$ cat src/design/iosl_pkg.sv
// Shared types and constants for the indexed ordered slot list.
`default_nettype none

package iosl_pkg;

  localparam int SLOT_W  = 8;
  localparam int LEN_W   = 9;
  localparam logic [LEN_W-1:0] LEN_RESET = 9'd256;

  localparam logic OP_DELETE   = 1'b1;
  localparam logic STAT_DONE   = 1'b0;
  localparam logic STAT_RANGE  = 1'b1;

  typedef enum logic [2:0] {
    ST_IDLE,
    ST_EXEC,
    ST_APPEND,
    ST_UNLINK,
    ST_CLEAR,
    ST_DONE
  } state_t;

  typedef struct packed {
    logic capture;
    logic record;
    logic replace;
    logic add_new;
    logic del_start;
    logic append;
    logic unlink;
    logic clear_links;
    logic load_out;
  } cmd_t;

  typedef struct packed {
    logic in_range;
    logic occupied;
    logic is_delete;
    logic value_zero;
    logic list_empty;
    logic out_free;
  } stat_t;

endpackage

`default_nettype wire

$ cat src/design/iosl_if.sv
// Valid/ready channel interfaces for the request and result items.
`default_nettype none

interface iosl_in_if #(parameter int VALUE_WIDTH = 32);
  logic                        valid;
  logic                        ready;
  logic                        operation;
  logic [iosl_pkg::SLOT_W-1:0] slot_index;
  logic [VALUE_WIDTH-1:0]      value_handle;

  modport source(output valid, operation, slot_index, value_handle, input ready);
  modport sink(input valid, operation, slot_index, value_handle, output ready);
endinterface

interface iosl_out_if;
  logic                        valid;
  logic                        ready;
  logic                        status;
  logic                        was_occupied;
  logic [iosl_pkg::SLOT_W-1:0] occupied_count;
  logic [iosl_pkg::SLOT_W-1:0] head_slot;
  logic [iosl_pkg::SLOT_W-1:0] tail_slot;

  modport source(output valid, status, was_occupied, occupied_count, head_slot, tail_slot,
                 input ready);
  modport sink(input valid, status, was_occupied, occupied_count, head_slot, tail_slot,
               output ready);
endinterface

`default_nettype wire

$ cat src/design/iosl_dpath.sv
// Datapath: slot memories, occupancy bits, list registers and result register.
`default_nettype none

module iosl_dpath #(
  parameter int MAX_SLOTS   = 256,
  parameter int VALUE_WIDTH = 32
) (
  input  wire logic                        clk,
  input  wire logic                        rst_n,
  input  wire iosl_pkg::cmd_t              cmd,
  output iosl_pkg::stat_t                  stat,
  input  wire logic                        cfg_we,
  input  wire logic [iosl_pkg::LEN_W-1:0]  cfg_wdata,
  input  wire logic                        in_operation,
  input  wire logic [iosl_pkg::SLOT_W-1:0] in_slot_index,
  input  wire logic [VALUE_WIDTH-1:0]      in_value_handle,
  input  wire logic                        out_ready,
  output logic                             out_valid,
  output logic                             out_status,
  output logic                             out_was_occupied,
  output logic [iosl_pkg::SLOT_W-1:0]      out_occupied_count,
  output logic [iosl_pkg::SLOT_W-1:0]      out_head_slot,
  output logic [iosl_pkg::SLOT_W-1:0]      out_tail_slot
);
  import iosl_pkg::*;

  localparam int DEPTH = (MAX_SLOTS < (1 << SLOT_W)) ? MAX_SLOTS : (1 << SLOT_W);
  localparam int AW    = $clog2(DEPTH);

  // request registers
  logic                   op_r;
  logic [SLOT_W-1:0]      idx_r;
  logic [VALUE_WIDTH-1:0] val_r;

  // list state
  logic [LEN_W-1:0]  len_r;
  logic [SLOT_W-1:0] head_r;
  logic [SLOT_W-1:0] tail_r;
  logic [SLOT_W-1:0] count_r;
  logic [DEPTH-1:0]  occ_r;

  // link read data of the slot being deleted
  logic [SLOT_W-1:0] prev_rd_r;
  logic [SLOT_W-1:0] next_rd_r;

  // result staging and output register
  logic              status_r;
  logic              was_r;
  logic              out_valid_r;
  logic              out_status_r;
  logic              out_was_r;
  logic [SLOT_W-1:0] out_count_r;
  logic [SLOT_W-1:0] out_head_r;
  logic [SLOT_W-1:0] out_tail_r;

  logic [VALUE_WIDTH-1:0] value_mem [DEPTH];
  logic [SLOT_W-1:0]      prev_mem  [DEPTH];
  logic [SLOT_W-1:0]      next_mem  [DEPTH];

  logic [AW-1:0]     idx_a;
  logic              value_we;
  logic [VALUE_WIDTH-1:0] value_wd;
  logic              prev_we;
  logic [AW-1:0]     prev_wa;
  logic [SLOT_W-1:0] prev_wd;
  logic              next_we;
  logic [AW-1:0]     next_wa;
  logic [SLOT_W-1:0] next_wd;

  assign idx_a = idx_r[AW-1:0];

  always_comb begin
    stat.in_range   = (idx_r != '0) && ({1'b0, idx_r} < len_r) &&
                      (32'(idx_r) < 32'(MAX_SLOTS));
    stat.occupied   = occ_r[idx_a];
    stat.is_delete  = (op_r == OP_DELETE);
    stat.value_zero = (val_r == '0);
    stat.list_empty = (head_r == '0);
    stat.out_free   = !out_valid_r || out_ready;
  end

  // memory write ports; the commands never overlap
  always_comb begin
    value_we = cmd.replace || cmd.add_new || cmd.del_start;
    value_wd = cmd.del_start ? '0 : val_r;

    prev_we = 1'b0;
    prev_wa = idx_a;
    prev_wd = '0;
    if (cmd.add_new) begin
      prev_we = 1'b1;
      prev_wd = tail_r;
    end else if (cmd.unlink && next_rd_r != '0) begin
      prev_we = 1'b1;
      prev_wa = next_rd_r[AW-1:0];
      prev_wd = prev_rd_r;
    end else if (cmd.clear_links) begin
      prev_we = 1'b1;
    end

    next_we = 1'b0;
    next_wa = idx_a;
    next_wd = '0;
    if (cmd.add_new || cmd.clear_links) begin
      next_we = 1'b1;
    end else if (cmd.append) begin
      next_we = 1'b1;
      next_wa = tail_r[AW-1:0];
      next_wd = idx_r;
    end else if (cmd.unlink && prev_rd_r != '0) begin
      next_we = 1'b1;
      next_wa = prev_rd_r[AW-1:0];
      next_wd = next_rd_r;
    end
  end

  always_ff @(posedge clk) begin
    if (value_we) value_mem[idx_a] <= value_wd;
    if (prev_we) prev_mem[prev_wa] <= prev_wd;
    if (next_we) next_mem[next_wa] <= next_wd;
    if (cmd.del_start) begin
      prev_rd_r <= prev_mem[idx_a];
      next_rd_r <= next_mem[idx_a];
    end
  end

  always_ff @(posedge clk) begin
    if (!rst_n) begin
      len_r       <= LEN_RESET;
      head_r      <= '0;
      tail_r      <= '0;
      count_r     <= '0;
      occ_r       <= '0;
      out_valid_r <= 1'b0;
    end else begin
      if (cfg_we) len_r <= cfg_wdata;
      if (cmd.add_new) begin
        occ_r[idx_a] <= 1'b1;
        count_r      <= count_r + SLOT_W'(1);
        if (stat.list_empty) begin
          head_r <= idx_r;
          tail_r <= idx_r;
        end
      end
      if (cmd.append) tail_r <= idx_r;
      if (cmd.del_start) begin
        occ_r[idx_a] <= 1'b0;
        count_r      <= count_r - SLOT_W'(1);
      end
      if (cmd.unlink) begin
        if (prev_rd_r == '0) head_r <= next_rd_r;
        if (next_rd_r == '0) tail_r <= prev_rd_r;
      end
      if (cmd.load_out) begin
        out_valid_r <= 1'b1;
      end else if (out_ready) begin
        out_valid_r <= 1'b0;
      end
    end
  end

  always_ff @(posedge clk) begin
    if (cmd.capture) begin
      op_r  <= in_operation;
      idx_r <= in_slot_index;
      val_r <= in_value_handle;
    end
    if (cmd.record) begin
      status_r <= stat.in_range ? STAT_DONE : STAT_RANGE;
      was_r    <= stat.in_range && stat.occupied;
    end
    if (cmd.load_out) begin
      out_status_r <= status_r;
      out_was_r    <= was_r;
      out_count_r  <= count_r;
      out_head_r   <= head_r;
      out_tail_r   <= tail_r;
    end
  end

  assign out_valid          = out_valid_r;
  assign out_status         = out_status_r;
  assign out_was_occupied   = out_was_r;
  assign out_occupied_count = out_count_r;
  assign out_head_slot      = out_head_r;
  assign out_tail_slot      = out_tail_r;

endmodule

`default_nettype wire

$ cat src/design/iosl_ctrl.sv
// Controller: sequences one item through execute, link update and result load.
`default_nettype none

module iosl_ctrl (
  input  wire logic            clk,
  input  wire logic            rst_n,
  input  wire logic            in_valid,
  output logic                 in_ready,
  input  wire iosl_pkg::stat_t stat,
  output iosl_pkg::cmd_t       cmd
);
  import iosl_pkg::*;

  state_t state_r;
  state_t state_nxt;

  always_ff @(posedge clk) begin
    if (!rst_n) begin
      state_r <= ST_IDLE;
    end else begin
      state_r <= state_nxt;
    end
  end

  always_comb begin
    state_nxt = state_r;
    unique case (state_r)
      ST_IDLE: begin
        if (in_valid) state_nxt = ST_EXEC;
      end
      ST_EXEC: begin
        priority if (!stat.in_range) begin
          state_nxt = ST_DONE;
        end else if (stat.is_delete) begin
          state_nxt = stat.occupied ? ST_UNLINK : ST_DONE;
        end else if (stat.value_zero || stat.occupied || stat.list_empty) begin
          state_nxt = ST_DONE;
        end else begin
          state_nxt = ST_APPEND;
        end
      end
      ST_APPEND: state_nxt = ST_DONE;
      ST_UNLINK: state_nxt = ST_CLEAR;
      ST_CLEAR:  state_nxt = ST_DONE;
      ST_DONE: begin
        if (stat.out_free) state_nxt = ST_IDLE;
      end
      default: state_nxt = ST_IDLE;
    endcase
  end

  always_comb begin
    cmd      = '0;
    in_ready = 1'b0;
    unique case (state_r)
      ST_IDLE: begin
        in_ready    = 1'b1;
        cmd.capture = in_valid;
      end
      ST_EXEC: begin
        cmd.record    = 1'b1;
        cmd.del_start = stat.in_range && stat.is_delete && stat.occupied;
        cmd.replace   = stat.in_range && !stat.is_delete && !stat.value_zero &&
                        stat.occupied;
        cmd.add_new   = stat.in_range && !stat.is_delete && !stat.value_zero &&
                        !stat.occupied;
      end
      ST_APPEND: cmd.append      = 1'b1;
      ST_UNLINK: cmd.unlink      = 1'b1;
      ST_CLEAR:  cmd.clear_links = 1'b1;
      ST_DONE:   cmd.load_out    = stat.out_free;
      default: begin
        cmd = '0;
      end
    endcase
  end

endmodule

`default_nettype wire

$ cat src/design/indexed_ordered_slot_list_unit.sv
// Sequence: accept, execute, then result load (range error, replace, ignored op); an
//   append to a non-empty list adds an append step, a delete of an occupied slot adds
//   unlink and clear steps; the load waits for a free output register. Items go one at a
//   time, taken only in IDLE; each link memory has one write port and a registered read.
// Reset (synchronous, rst_n low): list empty, all slots free, list_length 256, no result.
// Top level: controller plus datapath joined by command and status structs.
`default_nettype none

module indexed_ordered_slot_list_unit #(
  parameter int MAX_SLOTS   = 256,
  parameter int VALUE_WIDTH = 32
) (
  input  wire logic                       clk,
  input  wire logic                       rst_n,
  iosl_in_if.sink                         in_chan,
  iosl_out_if.source                      out_chan,
  input  wire logic                       cfg_we,
  input  wire logic [iosl_pkg::LEN_W-1:0] cfg_wdata
);
  import iosl_pkg::*;

  cmd_t  cmd;
  stat_t stat;

  // Controller: holds the item in IDLE until valid, then walks it through
  // execute, the optional link fix-up steps and the result load.
  iosl_ctrl u_ctrl (
    .clk      (clk),
    .rst_n    (rst_n),
    .in_valid (in_chan.valid),
    .in_ready (in_chan.ready),
    .stat     (stat),
    .cmd      (cmd)
  );

  // Datapath: value and link memories, occupancy bits, head/tail/count
  // and the output register that frees the input side while a result waits.
  iosl_dpath #(
    .MAX_SLOTS   (MAX_SLOTS),
    .VALUE_WIDTH (VALUE_WIDTH)
  ) u_dpath (
    .clk                (clk),
    .rst_n              (rst_n),
    .cmd                (cmd),
    .stat               (stat),
    .cfg_we             (cfg_we),
    .cfg_wdata          (cfg_wdata),
    .in_operation       (in_chan.operation),
    .in_slot_index      (in_chan.slot_index),
    .in_value_handle    (in_chan.value_handle),
    .out_ready          (out_chan.ready),
    .out_valid          (out_chan.valid),
    .out_status         (out_chan.status),
    .out_was_occupied   (out_chan.was_occupied),
    .out_occupied_count (out_chan.occupied_count),
    .out_head_slot      (out_chan.head_slot),
    .out_tail_slot      (out_chan.tail_slot)
  );

endmodule

`default_nettype wire
$ cat src/flat_wrapper.sv
// flat-port wrapper written by rule: the top's interface ports become plain ports
module indexed_ordered_slot_list_unit_flat import iosl_pkg::*;
#(
  parameter int MAX_SLOTS   = 256,
  parameter int VALUE_WIDTH = 32
)
  (clk, rst_n, cfg_we, cfg_wdata, in_chan_valid, in_chan_operation, in_chan_slot_index, in_chan_value_handle, in_chan_ready, out_chan_valid, out_chan_status, out_chan_was_occupied, out_chan_occupied_count, out_chan_head_slot, out_chan_tail_slot, out_chan_ready);
  iosl_in_if #(.VALUE_WIDTH(VALUE_WIDTH)) in_chan_i ();
  iosl_out_if out_chan_i ();
  input  wire logic clk;
  input  wire logic rst_n;
  input  wire logic cfg_we;
  input  wire logic [iosl_pkg::LEN_W-1:0] cfg_wdata;
  input wire logic [$bits(in_chan_i.valid)-1:0] in_chan_valid;
  input wire logic [$bits(in_chan_i.operation)-1:0] in_chan_operation;
  input wire logic [$bits(in_chan_i.slot_index)-1:0] in_chan_slot_index;
  input wire logic [$bits(in_chan_i.value_handle)-1:0] in_chan_value_handle;
  output wire logic [$bits(in_chan_i.ready)-1:0] in_chan_ready;
  output wire logic [$bits(out_chan_i.valid)-1:0] out_chan_valid;
  output wire logic [$bits(out_chan_i.status)-1:0] out_chan_status;
  output wire logic [$bits(out_chan_i.was_occupied)-1:0] out_chan_was_occupied;
  output wire logic [$bits(out_chan_i.occupied_count)-1:0] out_chan_occupied_count;
  output wire logic [$bits(out_chan_i.head_slot)-1:0] out_chan_head_slot;
  output wire logic [$bits(out_chan_i.tail_slot)-1:0] out_chan_tail_slot;
  input wire logic [$bits(out_chan_i.ready)-1:0] out_chan_ready;
  assign in_chan_i.valid = in_chan_valid;
  assign in_chan_i.operation = in_chan_operation;
  assign in_chan_i.slot_index = in_chan_slot_index;
  assign in_chan_i.value_handle = in_chan_value_handle;
  assign in_chan_ready = in_chan_i.ready;
  assign out_chan_valid = out_chan_i.valid;
  assign out_chan_status = out_chan_i.status;
  assign out_chan_was_occupied = out_chan_i.was_occupied;
  assign out_chan_occupied_count = out_chan_i.occupied_count;
  assign out_chan_head_slot = out_chan_i.head_slot;
  assign out_chan_tail_slot = out_chan_i.tail_slot;
  assign out_chan_i.ready = out_chan_ready;
  indexed_ordered_slot_list_unit #(.MAX_SLOTS(MAX_SLOTS), .VALUE_WIDTH(VALUE_WIDTH)) u_core (.clk(clk), .rst_n(rst_n), .in_chan(in_chan_i), .out_chan(out_chan_i), .cfg_we(cfg_we), .cfg_wdata(cfg_wdata));
endmodule
$ cat config.mk
export PLATFORM = sky130hd
export DESIGN_NAME = indexed_ordered_slot_list_unit_flat
export DESIGN_NICKNAME = d
export VERILOG_FILES = /design/src/design/iosl_pkg.sv /design/src/design/iosl_if.sv /design/src/design/iosl_dpath.sv /design/src/design/iosl_ctrl.sv /design/src/design/indexed_ordered_slot_list_unit.sv /design/src/flat_wrapper.sv
export SDC_FILE = /design/constraint.sdc
export NUM_CORES = 2
export LEC_CHECK = 0
export ABC_AREA = 1
export BUFFER_PORTS_ARGS = -buffer_cell sky130_fd_sc_hd__clkbuf_2
export CAP_MARGIN = 25
export CORE_MARGIN = 3
export CORE_UTILIZATION = 55
export DETAILED_ROUTE_END_ITERATION = 7
export GPL_TIMING_DRIVEN = 1
export PLACE_DENSITY = 0.71
export SYNTH_ARGS = -nofsm -noshare
export SYNTH_HDL_FRONTEND = slang
export SYNTH_SLANG_ARGS = --single-unit
$ cat constraint.sdc
create_clock -name clk -period 18.8 [get_ports clk]
set_input_delay 2.82 -clock clk [delete_from_list [all_inputs] [get_ports clk]]
set_output_delay 2.82 -clock clk [all_outputs]
set_load 0.1 [all_outputs]
# After elaboration in Yosys (flattened, before gate mapping)
# Memory sizes are Yosys's and may differ from the RTL's. A register that Yosys moved wholly into a read port is not among the register bits.
# Index checks and enable logic that the tools add are counted.
# W data, S select, Z words.
# classes
mux,55
magnitude_cmp,3
n_bitwise,3
n_addsub,2
eq_ne,7
reduce_logical,31
# ops
operator,n
$mux W256,3
$and A256 B256 Y256,1
$not A256 Y256,1
$or A256 B256 Y256,1
$mux W8,21
$logic_not A32 Y1,1
$logic_not A8 Y1,3
$reduce_bool A8 Y1,3
$mux W1,21
$mux W3,6
$pmux W3 S5,1
$logic_and A1 B1 Y1,11
$lt A8 B9 Y1,1
$lt A8 B9 Y1 const B,1
$add A8 B1 Y8 const B,1
$bmux W1 S8,1
$demux W1 S8,1
$ge A8 B1 Y1 const B,1
$sub A8 B1 Y8 const B,1
$eq A3 B2 Y1 const B,2
$eq A3 B3 Y1 const B,2
$logic_not A1 Y1,4
$logic_or A1 B1 Y1,4
$mux W4,1
6 further kinds,8
# totals
input_bits,55
output_inout_bits,28
elab_cells,120
mem_bits_rw,4096
reg_bits,362
memories,2
# mem_list
name,depth,width,rd,rd_ports_with_merged_regs,wr,line_no,rtl
u_core.u_dpath.next_mem,256,8,1,1,1,iosl_dpath.sv:58,logic [SLOT_W-1:0] next_mem [DEPTH];
u_core.u_dpath.prev_mem,256,8,1,1,1,iosl_dpath.sv:57,logic [SLOT_W-1:0] prev_mem [DEPTH];

# Depth between registers and ports, before layout
# logic_depth
ltp_word,10
mapped_depth,30
mapped_depth_nobuf,28

# By module
# Synthesis repeated with hierarchy kept, for this count alone.
# hier_totals
hier_cells,14418
area_unflattened_um2,176580.6
# by_module_without_submodules
mod,cells_each,n_inst,area_each_um2
iosl_dpath,14369,1,176310.3
iosl_ctrl,49,1,270.3

# Least setup slack after synthesis
# No wires, ideal clock.
# synth_timing
kind,reg-to-reg
from,register u_core.u_dpath.idx_r[0] (netlist: u_core.u_dpath.idx_a[0])
to,memory u_core.u_dpath.prev_mem[0][0] (data pin)
required_time_ns,16.612
setup_slack_ns,4.603
stages_incl_launch_ff,21
setup_time_ns,2.188
path_buffers,5
arrival_time_ns,12.009
path_cell_list,edfxtp_1 -> buf_4 -> buf_8 -> nand2_8 -> buf_6 -> nor2_1 -> a21oi_1 -> nand2_1 -> nand2_1 -> nand2_1 -> nor2_1 -> nor2_1 -> nor2_1 -> nand2_1 -> nand2_1 -> nand2_2 -> nor2_4 -> nand3_2 -> buf_6 -> clkbuf_1 -> o21ai_0
# synth_via
elab_chain_cells,7
word_cells_on_any_way,11
cone_classes,1 x order compare; 4 x mux; 6 x reduce/logical
# synth_lines
element,line_no,rtl
from (decl),iosl_dpath.sv:32,logic [SLOT_W-1:0] idx_r;
from (signal assigned),iosl_dpath.sv:165,idx_r <= in_slot_index;
"parallel branches: the longest is 4 deep, another holds $bmux W1 S8",-,
$logic_and A1 B1 Y1 (*),iosl_ctrl.sv:65,cmd.add_new = stat.in_range && !stat.is_delete && !stat.value_zero &&
$mux W4 (*),iosl_ctrl.sv:55,unique case (state_r)
$mux W8 (*),iosl_dpath.sv:90,if (cmd.add_new) begin
via u_core.u_dpath.prev_wd[0],iosl_dpath.sv:65,logic [SLOT_W-1:0] prev_wd;
to (decl),iosl_dpath.sv:57,
# Mark *: on every way through the listed nets, which the timed path passes. The select of a mux whose other input is x is not followed.

# Worst setup path in the final report
# layout_timing
from,register u_core.u_dpath.idx_r[0] (netlist: u_core.u_dpath.idx_a[0])
to,memory u_core.u_dpath.next_mem[123][3] (enable)
# layout_via
elab_chain_cells,10
word_cells_on_any_way,17
cone_classes,1 x order compare; 9 x mux; 7 x reduce/logical
# layout_lines
element,line_no
"parallel branches: the longest is 10 deep, another holds $bmux W1 S8",-
to (decl),iosl_dpath.sv:58
# Parallel ways; which one is timed is not known. The select of a mux whose other input is x is not followed.

==> results.sh <==
export IMPL_status="completed"
export IMPL_netlist_instances=12285
export IMPL_cts_root_buf="clkbuf_16"
export IMPL_cts_hold_buffers_added=0
export IMPL_area_growth_pct=11.1
export IMPL_clkTransAtPathRegs_ps=60
export IMPL_clock_sinks=4474
export IMPL_dr_total_vias=111993
export IMPL_layout_common_cells="edfxtp_1, a22oi_1, nor2_1"
export IMPL_cp_max_fo=187
export IMPL_rows=205
export IMPL_antenna_found_initial=28
export IMPL_synth_flop_cell="edfxtp_1"
export IMPL_portBuffers=82
export IMPL_yosysTopAreaCell="edfxtp_1"
export IMPL_grt_pass1_vias=106524
export IMPL_crit_type="reg -> reg"
export IMPL_postCtsSetupRepairBufs=0
export IMPL_cts_tree="yes"
export IMPL_min_path_cells=2
export IMPL_crit_path_end_kind="register"
export IMPL_die_w_um=566
export IMPL_synth_area_leaders="edfxtp_1, a22oi_1, dfxtp_1, nor2_1, a21oi_1"
export IMPL_synth_edf_count=4181
export IMPL_synth_seq_cells=4474
export IMPL_min_path_type="reg -> reg"
export IMPL_cap_violations=0
export IMPL_arrival_ps=8290
export IMPL_drc=0
export IMPL_ios=83
export IMPL_min_delay_start="u_core.u_dpath.occ_r[0]"
export IMPL_crit_path_frequent_cell="nor2_1"
export IMPL_crit_path_cell_trace="buf_12 > inv_2 > nand2_2 > nor2_1 > nor2_1 > nand2_1 > nand2_1 > nand2_1 > nor2_1 > nor2_1 > nor2_1 > nand2_1 > nand2_1 > nand2_2 > nor2_4 > nand3_4 > buf_4 > o211ai_4 > buf_4 > buf_4 > nand2_2 > nor2_1"
export IMPL_final_common_cell="edfxtp_1"
export IMPL_ant_nets=0
export IMPL_tns_ps=0
export IMPL_hold_violations=0
export IMPL_start_kind="register"
export IMPL_finalSetupViolCount=0
export IMPL_drive_gt1_frac=0.0873
export IMPL_holdPathEnd="u_core.u_dpath.occ_r[0]"
export IMPL_cp_top_family="simple AND/OR/NAND/NOR gates"
export IMPL_wl_per_cell_um=30.6
export IMPL_netlist_area_mm2=0.173
export IMPL_worst_path_max_delay_cell="nor2_1"
export IMPL_crit_buf_inv=5
export IMPL_fin_nets=12305
export IMPL_grt_usage=0.309
export IMPL_seq_area_frac_synth=0.761
export IMPL_slew_headroom=0.168
export IMPL_hpwl_mm=304
export IMPL_finish_utilization=0.614
export IMPL_first_pass_iters=7
export IMPL_grt_pass1_wl_mm=733
export IMPL_r2r_cells=22
export IMPL_fin_crit_sh=0.412
export IMPL_wl_mm=512
export IMPL_rsz0062_at_grt="false"
export IMPL_synth_nets=12356
export IMPL_htreeDepth=5
export IMPL_viasPerCell=6.68
export IMPL_clock_path_buffers=4
export IMPL_gp_congestion=0.951
export IMPL_die_area_mm2=0.321
export IMPL_coreArea_mm2=0.312
export IMPL_drtIter0Drc=18676
export IMPL_synthArstFlopShare=0
export IMPL_die_height_um=566
export IMPL_avgSynthCellArea_um2=14.1
export IMPL_start_util=0.553
export IMPL_yosysUniqueCellTypes=53
export IMPL_synth_warnings=0
export IMPL_max_stage_delay_ps=820
export IMPL_p_leak_nw=57.7
export IMPL_slew_viol_final=0
export IMPL_r2r_start="u_core.u_dpath.idx_a[0]"
export IMPL_crit_required_ps=19360
export IMPL_overflow=0
export IMPL_fmax_ghz=0.129
export IMPL_grt_max_degree=188
export IMPL_synth_top_area_frac=0.727
export IMPL_powerDensity_mw_per_mm2=128
export IMPL_regToRegSetupSlack_ps=11060
export IMPL_cts_buffers_inserted=424
export IMPL_insertion_delay_ps=980
export IMPL_fin_skew_ps=68.0
export IMPL_tightest_slew_ps=1240
export IMPL_irDropWorstVdd_mv=0.0928
export IMPL_fin_crit_ps=7740
export IMPL_ctsResizeCount=0
export IMPL_worstReg2RegEnd="u_core.u_dpath.next_mem[123][3]"
[area by class of cell]
class	instances	area [µm²]
Antenna cell	16	40.0
Clock buffer	515	11200
Clock inverter	275	2950
Fill cell	22245	120000
Inverter	614	2350
Multi-Input combinational cell	6368	35700
Sequential cell	4474	131000
Tap cell	4140	5180
Timing Repair Buffer	352	2960
[power by group]
group / switching [mW] / internal (mW) / leakage [nW] / total, mW
logic: 3.67 / 1.21 / 14.7 / 4.87
clock network: 3.70 / 5.02 / 6.87 / 8.72
registers: 0.0621 / 11.0 / 36.1 / 11.0
[synthesized netlist by cell type (7+ instances only)]
| cell | n |
|---|---|
| a21oi_1 | 902 |
| a22oi_1 | 2058 |
| buf_1 | 53 |
| buf_2 | 155 |
| buf_4 | 14 |
| buf_6 | 30 |
| clkbuf_1 | 576 |
| clkinv_1 | 12 |
| dfxtp_1 | 293 |
| edfxtp_1 | 4181 |
| ha_1 | 15 |
| inv_1 | 595 |
| nand2_1 | 976 |
| nand2_2 | 12 |
| nand3_1 | 106 |
| nand4_1 | 48 |
| nor2_1 | 1315 |
| nor2_2 | 16 |
| nor2_4 | 8 |
| nor3_1 | 29 |
| nor4_1 | 174 |
| o211ai_1 | 7 |
| o21ai_0 | 263 |
| o21ai_1 | 119 |
| o221ai_1 | 16 |
| o22ai_1 | 198 |
| o31ai_1 | 17 |
| o41ai_1 | 32 |
| or2_2 | 12 |
[registers in the layout, indices dropped and copies added (netlist names), 9 cells and up]
register,flops
u_core.u_dpath.occ_r,256
u_core.u_dpath.len_r,9
u_core.u_dpath.val_r,32
u_core.u_dpath.prev_mem,2048
u_core.u_dpath.next_mem,2048
[tightest hold or removal path, cell delays in order, from the launching register on]
cell	delay (ps)
dfxtp_1	320
nand2_1	60
inv_1	40
[worst max-delay path by stage]
| stage | from | end | depth (start not counted) |
|---|---|---|---|
| 2_1_floorplan | u_core.u_dpath.idx_a[0] | u_core.u_dpath.prev_mem[0][0] | 20 |
| 3_3_place_gp | u_core.u_dpath.idx_a[0] | u_core.u_dpath.next_mem[211][1] | 22 |
| 3_5_place_dp | u_core.u_dpath.idx_a[0] | u_core.u_dpath.next_mem[131][0] | 22 |
| 4_1_cts | u_core.u_dpath.idx_a[0] | u_core.u_dpath.next_mem[131][3] | 22 |
| 5_1_grt | u_core.u_dpath.idx_a[0] | u_core.u_dpath.next_mem[83][2] | 22 |
| 6_report | u_core.u_dpath.idx_a[0] | u_core.u_dpath.next_mem[123][3] | 22 |
[per-layer routing]
metal  up-vias  global-route usage  share of wire
met4        14               0.167          0.060
met5         -                   0        0.00018
met3      1431              0.0858           0.13
met1     55344               0.414           0.36
li1      46866                   -              -
met2      8338               0.463           0.45
[logic make-up (layout without fill, tap and decap cells)]
group,count (synthesis),in the layout,share of synthesized area
xor+xnor,4,4,0.000203
flops,4474,4474,0.761
simple gates,2706,2706,0.0643
compound gates,3642,3642,0.139
fa+ha+maj,16,16,0.00120
buf+inv,1443,1756,0.0342
other cells,0,16,0
[per-stage QoR]
stage	cell area, µm²	total power, mW	hold slack, ps	worst slack [ps]	std cells
global placement	177000	15.8	421	11450	15905
detailed placement	177000	15.9	443	11300	15922
global route	192000	25.2	465	10810	16739
CTS	191000	24.5	450	11300	16712
finish	192000	24.6	456	11060	16754
floorplan	173000	14.0	400	4600	12285
(Power assumes the default switching activity.)
